==> src/tx_ring_buffer_overflow_marker_defines.svh <==
// assertion macros for the transmit ring buffer block
// used by the top level only; define NO_ASSERTIONS to leave them out
`ifndef TX_RING_BUFFER_OVERFLOW_MARKER_DEFINES_SVH
`define TX_RING_BUFFER_OVERFLOW_MARKER_DEFINES_SVH

`ifndef NO_ASSERTIONS
`define TXRBOM_ASSERT(lbl, prop, msg) \
  lbl: assert property (@(posedge clk) disable iff (rst) prop) else $error(msg);
`define TXRBOM_ASSERT_ALWAYS(lbl, prop, msg) \
  lbl: assert property (@(posedge clk) prop) else $error(msg);
`else
`define TXRBOM_ASSERT(lbl, prop, msg)
`define TXRBOM_ASSERT_ALWAYS(lbl, prop, msg)
`endif

`endif

==> src/txrbom_pkg.sv <==
// shared types, constants and helpers for the transmit ring buffer
// no dependencies
`timescale 1ns / 1ps
`default_nettype none

package txrbom_pkg;

  // ring geometry
  localparam int QUEUE_DEPTH = 64;
  localparam int PTR_W       = (QUEUE_DEPTH > 1) ? $clog2(QUEUE_DEPTH) : 1;
  localparam int DATA_W      = 8;
  localparam int FILL_W      = 6;

  // overflow marker "!--overflow--!"
  localparam int MARKER_LEN = 14;
  localparam int MIDX_W     = $clog2(MARKER_LEN);
  localparam logic [DATA_W-1:0] MARKER_TEXT [MARKER_LEN] = '{
    8'h21, 8'h2D, 8'h2D, 8'h6F, 8'h76, 8'h65, 8'h72,
    8'h66, 8'h6C, 8'h6F, 8'h77, 8'h2D, 8'h2D, 8'h21
  };

  // bytes pending straight after an overflow
  localparam int MARK_FILL = (MARKER_LEN < QUEUE_DEPTH - 1) ? MARKER_LEN : QUEUE_DEPTH - 1;

  typedef logic [PTR_W-1:0] ptr_t;

  localparam ptr_t        LAST_SLOT = ptr_t'(QUEUE_DEPTH - 1);
  localparam logic [PTR_W:0] DEPTH_EXT = (PTR_W + 1)'(QUEUE_DEPTH);

  typedef enum logic {
    CMD_SEND = 1'b0,
    CMD_TICK = 1'b1
  } cmd_t;

  typedef enum logic [1:0] {
    ST_IDLE,
    ST_MARK,
    ST_FIN
  } state_t;

  // one result beat
  typedef struct packed {
    logic              tx_valid;
    logic [DATA_W-1:0] tx_byte;
    logic              irq_enable;
    logic              overflow;
    logic [FILL_W-1:0] fill_level;
  } result_t;

  // access request towards the queue store
  typedef struct packed {
    logic              wr_en;
    ptr_t              wr_addr;
    logic [DATA_W-1:0] wr_data;
    logic              rd_en;
    ptr_t              rd_addr;
  } ram_req_t;

  // ring pointer advance with wrap
  function automatic ptr_t next_slot(input ptr_t p);
    return (p == LAST_SLOT) ? '0 : p + 1'b1;
  endfunction

  // pending bytes between read and write pointer
  function automatic ptr_t ring_level(input ptr_t wp, input ptr_t rp);
    logic [PTR_W:0] wrapped;
    wrapped = {1'b0, wp} + DEPTH_EXT - {1'b0, rp};
    return (wp >= rp) ? wp - rp : wrapped[PTR_W-1:0];
  endfunction

endpackage

`default_nettype wire

==> src/txrbom_ram.sv <==
// generic single write port, single read port ram with registered read
// no dependencies
`timescale 1ns / 1ps
`default_nettype none

module txrbom_ram #(
  parameter int WIDTH = 8,
  parameter int DEPTH = 64
) (
  input  wire logic                                   clk,
  input  wire logic                                   wr_en,
  input  wire logic [((DEPTH > 1) ? $clog2(DEPTH) : 1)-1:0] wr_addr,
  input  wire logic [WIDTH-1:0]                       wr_data,
  input  wire logic                                   rd_en,
  input  wire logic [((DEPTH > 1) ? $clog2(DEPTH) : 1)-1:0] rd_addr,
  output logic      [WIDTH-1:0]                       rd_data
);

  logic [WIDTH-1:0] mem [DEPTH];

  // write port
  always_ff @(posedge clk) begin
    if (wr_en) begin
      mem[wr_addr] <= wr_data;
    end
  end

  // registered read, holds when not enabled
  always_ff @(posedge clk) begin
    if (rd_en) begin
      rd_data <= mem[rd_addr];
    end
  end

endmodule

`default_nettype wire

==> src/txrbom_ctrl.sv <==
// ring pointer control and overflow marker sequencer
// depends on txrbom_pkg; drives the queue store ram through ram_req_t
`timescale 1ns / 1ps
`default_nettype none

module txrbom_ctrl (
  input  wire logic                       clk,
  input  wire logic                       rst,
  input  wire logic                       in_valid,
  output logic                            in_ready,
  input  wire logic                       command,
  input  wire logic [txrbom_pkg::DATA_W-1:0] data_byte,
  output txrbom_pkg::ram_req_t            ram_req,
  input  wire logic [txrbom_pkg::DATA_W-1:0] ram_rd_data,
  output logic                            res_valid,
  output txrbom_pkg::result_t             res,
  input  wire logic                       res_take
);

  import txrbom_pkg::*;

  state_t            state, state_next;
  ptr_t              wp, wp_next;
  ptr_t              rp, rp_next;
  logic              irq, irq_next;
  logic              txv, txv_next;
  logic              ovf, ovf_next;
  logic [MIDX_W-1:0] midx, midx_next;
  logic              full;
  logic              empty;

  // state and pointer registers
  always_ff @(posedge clk) begin
    if (rst) begin
      state <= ST_IDLE;
      wp    <= '0;
      rp    <= '0;
      irq   <= 1'b0;
      txv   <= 1'b0;
      ovf   <= 1'b0;
      midx  <= '0;
    end else begin
      state <= state_next;
      wp    <= wp_next;
      rp    <= rp_next;
      irq   <= irq_next;
      txv   <= txv_next;
      ovf   <= ovf_next;
      midx  <= midx_next;
    end
  end

  assign full  = (next_slot(wp) == rp);
  assign empty = (wp == rp);

  // next state, ram accesses and pointer updates
  always_comb begin
    state_next      = state;
    wp_next         = wp;
    rp_next         = rp;
    irq_next        = irq;
    txv_next        = txv;
    ovf_next        = ovf;
    midx_next       = midx;
    ram_req.wr_en   = 1'b0;
    ram_req.wr_addr = wp;
    ram_req.wr_data = data_byte;
    ram_req.rd_en   = 1'b0;
    ram_req.rd_addr = rp;
    in_ready        = 1'b0;
    res_valid       = 1'b0;

    case (state)
      ST_IDLE: begin
        in_ready = 1'b1;
        if (in_valid) begin
          if (command == CMD_SEND) begin
            irq_next = 1'b1;
            txv_next = 1'b0;
            if (full) begin
              // flush pending bytes and queue the marker instead
              wp_next    = rp;
              midx_next  = '0;
              ovf_next   = 1'b1;
              state_next = ST_MARK;
            end else begin
              ram_req.wr_en = 1'b1;
              wp_next       = next_slot(wp);
              ovf_next      = 1'b0;
              state_next    = ST_FIN;
            end
          end else begin
            ovf_next = 1'b0;
            if (!empty) begin
              ram_req.rd_en = 1'b1;
              rp_next       = next_slot(rp);
              txv_next      = 1'b1;
            end else begin
              irq_next = 1'b0;
              txv_next = 1'b0;
            end
            state_next = ST_FIN;
          end
        end
      end

      ST_MARK: begin
        // one marker character per cycle; a full ring overwrites in place
        ram_req.wr_en   = 1'b1;
        ram_req.wr_data = MARKER_TEXT[midx];
        if (!full) begin
          wp_next = next_slot(wp);
        end
        midx_next = midx + 1'b1;
        if (midx == MIDX_W'(MARKER_LEN - 1)) begin
          state_next = ST_FIN;
        end
      end

      ST_FIN: begin
        res_valid = 1'b1;
        if (res_take) begin
          state_next = ST_IDLE;
        end
      end

      default: begin
        state_next = ST_IDLE;
      end
    endcase
  end

  // result of the item just finished; read data holds while rd_en is low
  always_comb begin
    res.tx_valid   = txv;
    res.tx_byte    = txv ? ram_rd_data : '0;
    res.irq_enable = irq;
    res.overflow   = ovf;
    res.fill_level = FILL_W'(ring_level(wp, rp));
  end

endmodule

`default_nettype wire

==> src/tx_ring_buffer_overflow_marker.sv <==
// Transmit ring buffer with overflow marker, top level.
// A send or a tick is taken in the idle state; its result waits in the finish state until
// the output register takes it. A send that finds the ring full first passes through the
// marker state (14 marker writes, one per cycle). No new item is taken until the result
// has left the finish state, so an overflow holds the input during the marker writes.
// Reset: pointers, interrupt enable and handshakes clear; the queue store is not cleared.
`timescale 1ns / 1ps
`default_nettype none

`include "tx_ring_buffer_overflow_marker_defines.svh"

module tx_ring_buffer_overflow_marker (
  input  wire logic        clk,
  input  wire logic        rst,
  input  wire logic        s_tvalid,
  output logic             s_tready,
  input  wire logic [7:0]  s_tdata,   // [7:0] data_byte
  input  wire logic        s_tuser,   // [0] command
  output logic             m_tvalid,
  input  wire logic        m_tready,
  output logic      [15:0] m_tdata,   // [7:0] tx_byte, [8] irq_enable, [9] overflow,
                                      // [15:10] fill_level
  output logic             m_tuser    // [0] tx_valid
);

  import txrbom_pkg::*;

  ram_req_t          ram_req;
  logic [DATA_W-1:0] ram_rd_data;
  logic              res_valid;
  result_t           res;
  logic              res_take;
  logic              out_valid;
  result_t           out_res;

  // queue store
  txrbom_ram #(
    .WIDTH (DATA_W),
    .DEPTH (QUEUE_DEPTH)
  ) u_store (
    .clk     (clk),
    .wr_en   (ram_req.wr_en),
    .wr_addr (ram_req.wr_addr),
    .wr_data (ram_req.wr_data),
    .rd_en   (ram_req.rd_en),
    .rd_addr (ram_req.rd_addr),
    .rd_data (ram_rd_data)
  );

  // pointer control and marker sequencer
  txrbom_ctrl u_ctrl (
    .clk         (clk),
    .rst         (rst),
    .in_valid    (s_tvalid),
    .in_ready    (s_tready),
    .command     (s_tuser),
    .data_byte   (s_tdata),
    .ram_req     (ram_req),
    .ram_rd_data (ram_rd_data),
    .res_valid   (res_valid),
    .res         (res),
    .res_take    (res_take)
  );

  // output register, refilled as the previous beat leaves
  assign res_take = !out_valid || m_tready;

  always_ff @(posedge clk) begin
    if (rst) begin
      out_valid <= 1'b0;
    end else if (res_valid && res_take) begin
      out_valid <= 1'b1;
    end else if (m_tready) begin
      out_valid <= 1'b0;
    end
  end

  always_ff @(posedge clk) begin
    if (res_valid && res_take) begin
      out_res <= res;
    end
  end

  assign m_tvalid = out_valid;
  assign m_tdata  = {out_res.fill_level, out_res.overflow, out_res.irq_enable,
                     out_res.tx_byte};
  assign m_tuser  = out_res.tx_valid;

  // checks
  `TXRBOM_ASSERT(a_no_accept_while_finishing, s_tready |-> !res_valid, "input taken while a result is pending")
  `TXRBOM_ASSERT(a_result_holds, res_valid && !res_take |=> res_valid && $stable(res), "pending result changed before it was taken")
  `TXRBOM_ASSERT(a_overflow_level, out_valid && out_res.overflow |-> out_res.fill_level == FILL_W'(MARK_FILL) && out_res.irq_enable && !out_res.tx_valid, "overflow beat with wrong level or flags")
  `TXRBOM_ASSERT_ALWAYS(a_reset_idle, rst |=> !m_tvalid, "result beat shown straight after reset")

endmodule

`default_nettype wire

==> config.mk <==
export PLATFORM = sky130hd
export DESIGN_NAME = tx_ring_buffer_overflow_marker
export DESIGN_NICKNAME = d
export VERILOG_FILES = /design/src/txrbom_pkg.sv /design/src/txrbom_ram.sv /design/src/txrbom_ctrl.sv /design/src/tx_ring_buffer_overflow_marker.sv
export VERILOG_INCLUDE_DIRS = /design/src /design/src/src
export SDC_FILE = /design/constraint.sdc
export NUM_CORES = 1
export LEC_CHECK = 0
export CORE_MARGIN = 2
export CORE_UTILIZATION = 33
export DETAILED_ROUTE_END_ITERATION = 10
export DONT_BUFFER_PORTS = 1
export SYNTH_ARGS = -nofsm -noshare
export SYNTH_HDL_FRONTEND = slang
export SYNTH_SLANG_ARGS = --single-unit
export TNS_END_PERCENT = 50
==> constraint.sdc <==
create_clock -name clk -period 5.2 [get_ports clk]
set_clock_uncertainty 0.2 [all_clocks]
set_input_delay 0 -clock clk [delete_from_list [all_inputs] [get_ports clk]]
set_output_delay 0 -clock clk [all_outputs]
set_load 0.03 [all_outputs]
## Word level (Yosys, flattened, before mapping)

Memory sizes are Yosys's and may differ from the RTL's. A register that Yosys moved wholly into a read port is not among the register bits.
Cells that the tools add are included.

- Add/sub/neg operators: 6
- Multipliers: 0
- Divide/modulo/power cells: 0
- $lt $le $gt $ge: 2
- Eq/ne operators: 14
- Shift operators: 0
- Muxes and demuxes: 39
- Bitwise gates (word level): 2
- Reductions and logical operators: 12

Operators with widths:

| kind | count |
|---|---|
| $mux W6 | 7 |
| $mux W8 | 3 |
| $add A6 B1 Y6 const B | 3 |
| $mux W1 | 17 |
| $eq A6 B6 Y1 | 2 |
| $eq A6 B6 Y1 const B | 2 |
| $mux W4 | 3 |
| $pmux W6 S2 | 1 |
| $reduce_and A4 Y1 | 3 |
| $sub A6 B6 Y6 | 2 |
| $mux W2 | 5 |
| $ne A2 B2 Y1 const B | 4 |
| $pmux W4 S2 | 1 |
| $ge A6 B6 Y1 | 1 |
| $ne A2 B1 Y1 const B | 3 |
| $pmux W2 S3 | 1 |
| $reduce_and A3 Y1 | 2 |
| $ge A5 B5 Y1 const B | 1 |
| $not A4 Y5 | 1 |
| $add A4 B1 Y4 const B | 1 |
| $eq A4 B4 Y1 const B | 1 |
| $reduce_bool A2 Y1 | 2 |
| $eq A2 B1 Y1 const B | 1 |
| $eq A2 B2 Y1 const B | 1 |
| 7 further kinds | 7 |

- Flip-flop bits (word level): 39
- Bits in latches: 0
- RAM bits: 512
- Bits in read-only memories: 128
- Bits of input ports: 13
- Output and inout bits: 19
- Logic and storage cells: 90
- Memories kept: 2

Memory list:

| name | depth | bits a word | rd ports | clocked after Yosys merged registers in | wr ports | line | text |
|---|---|---|---|---|---|---|---|
| u_store.mem | 64 | 8 | 1 | 1 | 1 | txrbom_ram.sv:19 | `logic [WIDTH-1:0] mem [DEPTH];` |
| (name not given) | 16 | 8 | 1 | 0 | 0 | txrbom_ctrl.sv:110 | `ram_req.wr_data = MARKER_TEXT[midx];` |

## Depth between registers and ports, before layout

- Depth in word-level cells: 9
- Mapped depth: 13

## Hierarchy

Synthesis repeated with hierarchy kept, for this count alone.

- Cell total of the unflattened synthesis: 1,202
- Area, all modules: 22,620.4 µm²

By module, submodules not included:

| module | times used | cells an instance | area each (µm²) | seq. area each (µm²) |
|---|---|---|---|---|
| txrbom_ram | 1 | 940 | 20,246.9 | 15,615.0 |
| txrbom_ctrl | 1 | 240 | 1,808.0 | 420.4 |
| tx_ring_buffer_overflow_marker | 1 | 22 | 565.5 | 530.5 |

## Worst setup path before layout

OpenSTA, ideal clock, no wires.

- Path type: flip-flop to flip-flop
- Start: register u_ctrl.midx[0]
- End: memory u_store.mem[0][2] (data pin)
- Setup time: 702 ps
- Arrival time: 3,557 ps
- Required time: 4,298 ps
- Slack: 742 ps
- Cell stages (with the launch flop): 7
- Period minus slack after synthesis: 4,458 ps
- Cells stage by stage: dfxtp_1 -> inv_1 -> ha_1 -> nor2b_1 -> a21oi_1 -> o21ai_0 -> o21ai_0

RTL lines:

| item | line | text |
|---|---|---|
| start, declared | txrbom_ctrl.sv:28 | `logic [MIDX_W-1:0] midx, midx_next;` |
| start signal, assigned | txrbom_ctrl.sv:49 | `midx <= midx_next;` |
| end, declared | txrbom_ram.sv:19 |  |

## Final worst setup path

- Start: register u_ctrl.wp[3]
- End: memory u_store.mem[53][0], enable pin

- Cells in the longest elaborated chain, start to end: 9

RTL lines:

| item | line | text |
|---|---|---|
| start, declared | txrbom_ctrl.sv:23 | `ptr_t wp, wp_next;` |
| start signal, assigned | txrbom_ctrl.sv:44 | `wp <= wp_next;` |
| $add A6 B1 Y6 / $eq A6 B6 Y1 (equally long branches) | txrbom_pkg.sv:61 | `return (p == LAST_SLOT) ? '0 : p + 1'b1;` |
| $mux W6 | txrbom_pkg.sv:61 |  |
| $eq A6 B6 Y1 | txrbom_ctrl.sv:53 | `assign full = (next_slot(wp) == rp);` |
| $mux W1 | txrbom_ctrl.sv:80 | `if (full) begin` |
| $mux W1 | txrbom_ctrl.sv:77 | `if (command == CMD_SEND) begin` |
| $mux W1 | txrbom_ctrl.sv:76 | `if (in_valid) begin` |
| $pmux W1 S2 | txrbom_ctrl.sv:73 | `case (state)` |
| $mux W1 | txrbom_ram.sv:23 | `if (wr_en) begin` |
| $mux W1 (not written as such) | txrbom_ram.sv:24 | `mem[wr_addr] <= wr_data;` |

Parallel ways exist; a longest one is shown, timed or not.

==> metrics.log <==
[metrics] standard-cell row count: 95
[metrics] count of TritonRoute iterations in the first routing pass: 5
[metrics] PwrDens: 369 nW/um^2
[metrics] total number of H-tree levels: 2
[metrics] GRT Max-Usage Layer: met2
[metrics] routing usage on met2: between 20% and 30%
[metrics] footprint of the multi-input gates: ~5500 um^2
[metrics] endpoints failing setup: 0
[metrics] core region area: 67200 um^2
[metrics] fin nets: 1188
[metrics] 1st-iter DRT viols: 946
[metrics] failing checks: negative hold slack
[metrics] Critical Path Start: u_ctrl.wp[3]
[metrics] Max Clk Rate: 234 MHz
[metrics] critical path startpoint category: register
[metrics] antenna violations before repair: 0
[metrics] CTS root buf: sky130_fd_sc_hd__clkbuf_16
[metrics] number of buffers between clock root and the deepest sink: 3
[metrics] residual overflow from global routing: 0
[metrics] drt via density: 5.29
[metrics] first-pass GRT wire length: between 70000 and 80000 um
[metrics] number of CTS-inserted buffers: 53
[metrics] met1 Usage GRT: 20.4%
[metrics] Synth Net Count: 1134
[metrics] Sequential Area: 16600 um^2
[metrics] worst-case setup margin in the final layout: 918 ps
[metrics] cell with the most instances after synthesis: sky130_fd_sc_hd__edfxtp_1
[metrics] share of the synthesized area in the top cell type: 72.1%
[metrics] max capacitance violation total: 0
[metrics] Post-CTS Setup Inserts: 0
[metrics] DRC violation count after routing: 0
[metrics] detailed placer's ending HPWL: between 30000 and 40000 um
[metrics] number of clock sinks seen by CTS: 559
[metrics] via count of the first global-routing pass: 10900
[metrics] most area-hungry cell type in the Yosys netlist: sky130_fd_sc_hd__edfxtp_1
[metrics] Area contributors post-synth: sky130_fd_sc_hd__edfxtp_1 72%, sky130_fd_sc_hd__mux4_2 16%, sky130_fd_sc_hd__dfxtp_1 2.0%
[metrics] overall die height: about 260 um
[metrics] synthesis warning total: 0
[metrics] horizontal extent of the die: 264 um
[metrics] PortBufs: 0
[metrics] status: finished with violations
[metrics] flip-flop and latch count after synthesis: 559
[metrics] GR Util All Layers: around 15%
[metrics] post-synthesis instance area: 22400 um^2
[metrics] Mapped Cells: around 1100
[metrics] static leakage power: 7.64 nW
[metrics] number of hold-slack violations in the final timing report: 15
[metrics] post-route core utilization: 38.0%
[metrics] critical path arrival: 4290 ps
[metrics] synthesized area per cell: 20.2 um^2
[metrics] clock tree from TritonCTS: done
[metrics] setup repair after global routing missed its margin: false
[metrics] post-placement cell area: 23600 um^2
[metrics] post-route ant nets: 0
[metrics] Final Wtd Congestion: 0.824
[metrics] critical setup path kind: register to register
[metrics] die footprint: between 60000 and 70000 um^2
[metrics] Crit Reg-Reg Startpoint: u_ctrl.wp[3]
[metrics] area added between synthesis and finish: 14.1%
[metrics] commonest cells in the synthesized netlist: 537 x sky130_fd_sc_hd__edfxtp_1, 161 x sky130_fd_sc_hd__mux4_2, 61 x sky130_fd_sc_hd__nor3_1, 39 x sky130_fd_sc_hd__nand2_1, 35 x sky130_fd_sc_hd__nor2_1
[metrics] number of inserted diodes: 0
[metrics] pin count of the biggest net entering global routing: 65
[metrics] aggregate routed wire length: 51500 um
[metrics] worst vdd ir: about 0.23 mV
[metrics] predominant post-synthesis flop cell: sky130_fd_sc_hd__edfxtp_1
[metrics] relative slew slack: 20.0%
[metrics] critical path fanouts, max: 30
[metrics] worst slew pin tran: 1190 ps
[metrics] worst slack after detailed placement: 1000 ps
[metrics] count of different cell masters after synthesis: 47
[metrics] worst hold slack after final layout: -33.3 ps
[metrics] fraction of final layout cells with drive strength greater than 1: 25.1%
[metrics] worst skew pair latency: ~600 ps
[metrics] max-slew violation total from the final report: 0
[metrics] type of element capturing the critical path: register
[metrics] Post-synth EDFFs: about 540
[metrics] Initial Util: between 30% and 40%
[metrics] met3 track demand over resource: 3.18%
[metrics] filler cell count in the final layout: 5951
[metrics] share of synthesized area occupied by flip-flops and latches: around three quarters
[metrics] clock transition time at the flip-flop clock pins of the worst setup and hold paths: 60 ps
[metrics] I/O pins: 32
[metrics] clock period minus final worst setup slack: roughly 4300 ps
[metrics] count of vias placed by the detailed router: 11000
[metrics] Worst EP required: 5210 ps
[metrics] worst hold start: s_tdata[4]
[metrics] post-route standard cell area excluding fillers: between 20000 and 30000 um^2
[metrics] detail-routed net length per standard cell: between 20 and 25 um
[metrics] portion of the clock cycle consumed by the worst path in the final layout: between 80% and 90%
[metrics] Worst R2R Setup Slack: 920 ps
[metrics] TNS Setup: 0 ps
[metrics] FFs w/ async S/R, synth: 0%
[metrics] type of the most critical hold path: input pin to register
==> cell families (layout without fill, tap and decap cells) <==
family,count (synthesis),count (layout),synth area share [%]
mux,165,165,16.4
xor+xnor,18,18,0.705
simple gates,194,194,4.19
fa+ha+maj,14,14,0.817
buf+inv,86,176,1.75
flops,559,559,74.1
compound gates,71,71,2.07
==> power by group <==
| part | internal (mW) | leakage [nW] | switching (mW) |
|---|---|---|---|
| clock network | 2.35 | 0.848 | 1.60 |
| logic | 0.161 | 1.77 | 0.282 |
| registers | 4.99 | 5.02 | 0.0458 |
==> per-stage QoR <==
| stage | hold WS, ps | instances | power, mW |
|---|---|---|---|
| final | -33.3 | 2070 | 9.43 |
| after global routing | 14.0 | 2070 | 9.70 |
| after CTS | 42.1 | 2070 | 9.52 |
| after detailed placement | -130 | 1966 | 5.58 |
| after global placement | -131 | 1966 | 5.57 |
| after floorplan | 19.4 | 1107 | 5.41 |
==> critical path, stage by stage, from the launching register on <==
cell,delay [ps]
sky130_fd_sc_hd__dfxtp_1,640
sky130_fd_sc_hd__nand3_1,560
sky130_fd_sc_hd__nor2_1,460
sky130_fd_sc_hd__o21ai_0,140
sky130_fd_sc_hd__nand3_1,160
sky130_fd_sc_hd__a21o_1,320
sky130_fd_sc_hd__a21oi_4,210
sky130_fd_sc_hd__buf_12,240
sky130_fd_sc_hd__nor3_1,940
==> placed cells by master (no fill, tap or decap), types with 3 or more instances in the layout <==
cell type,instances
sky130_fd_sc_hd__a21oi_1,16
sky130_fd_sc_hd__or3_1,4
sky130_fd_sc_hd__nor2_1,35
sky130_fd_sc_hd__nor2b_1,4
sky130_fd_sc_hd__a31oi_1,11
sky130_fd_sc_hd__clkbuf_1,11
sky130_fd_sc_hd__dlygate4sd3_1,13
sky130_fd_sc_hd__o21ai_4,5
sky130_fd_sc_hd__and3_1,4
sky130_fd_sc_hd__nand2_1,39
sky130_fd_sc_hd__nand2b_1,3
sky130_fd_sc_hd__edfxtp_1,537
sky130_fd_sc_hd__inv_1,18
sky130_fd_sc_hd__bufinv_16,10
sky130_fd_sc_hd__xor2_1,4
sky130_fd_sc_hd__nor3_1,61
sky130_fd_sc_hd__buf_4,50
sky130_fd_sc_hd__o21ai_0,8
sky130_fd_sc_hd__dfxtp_1,19
sky130_fd_sc_hd__ha_1,13
sky130_fd_sc_hd__nand3_1,18
sky130_fd_sc_hd__clkinv_2,6
sky130_fd_sc_hd__clkinv_1,10
sky130_fd_sc_hd__o211ai_1,3
sky130_fd_sc_hd__and2_1,14
sky130_fd_sc_hd__mux4_2,161
sky130_fd_sc_hd__clkbuf_16,53
sky130_fd_sc_hd__a21o_1,3
sky130_fd_sc_hd__xnor2_1,14
sky130_fd_sc_hd__nand4_1,3
sky130_fd_sc_hd__a211oi_1,11
==> timing repair <==
action                                 in CTS  in global routing
hold buffers                               13                  0
gates resized for setup                     0                  0
endpoints found under the hold margin     245                  0
==> final cells by class <==
cell class                 count  area share [%]
clock buffer                  64            5.36
timing repair buffer          65            2.14
sequential                   559            64.9
clock inverter                27            1.50
multi-input combinational    462            21.5
tap                          873            4.28
inverter                      20           0.294
==> metal layers <==
| layer | wire, um | part of all wire (%) | vias to the layer above |
|---|---|---|---|
| met2 | 24600 | 48 | 376 |
| met1 | 22300 | 43 | 5835 |
| met5 | 0 | 0 | - |
| met4 | 1350 | 2.6 | 0 |
| met3 | 3210 | 6.2 | 77 |
| li1 | - | - | 4667 |
==> worst paths after layout <==
check | endpoint | depth (start not counted)
max | u_store.mem[53][0] | 8
min | u_store.mem[17][4] | 3
max reg2reg | u_store.mem[53][0] | 8
min reg2reg | m_tdata[9] | 0
==> state kept, by name (all words and copies together) (netlist names) <==
name / cells
m_tdata: 16
m_tuser: 1
m_tvalid: 1
u_ctrl.irq: 1
u_ctrl.midx: 4
u_ctrl.ovf: 1
u_ctrl.rp: 6
u_ctrl.state: 2
u_ctrl.txv: 1
u_ctrl.wp: 6
u_store.mem: 512
u_store.rd_data: 8
Note: power is estimated with default switching activity, not from simulation.
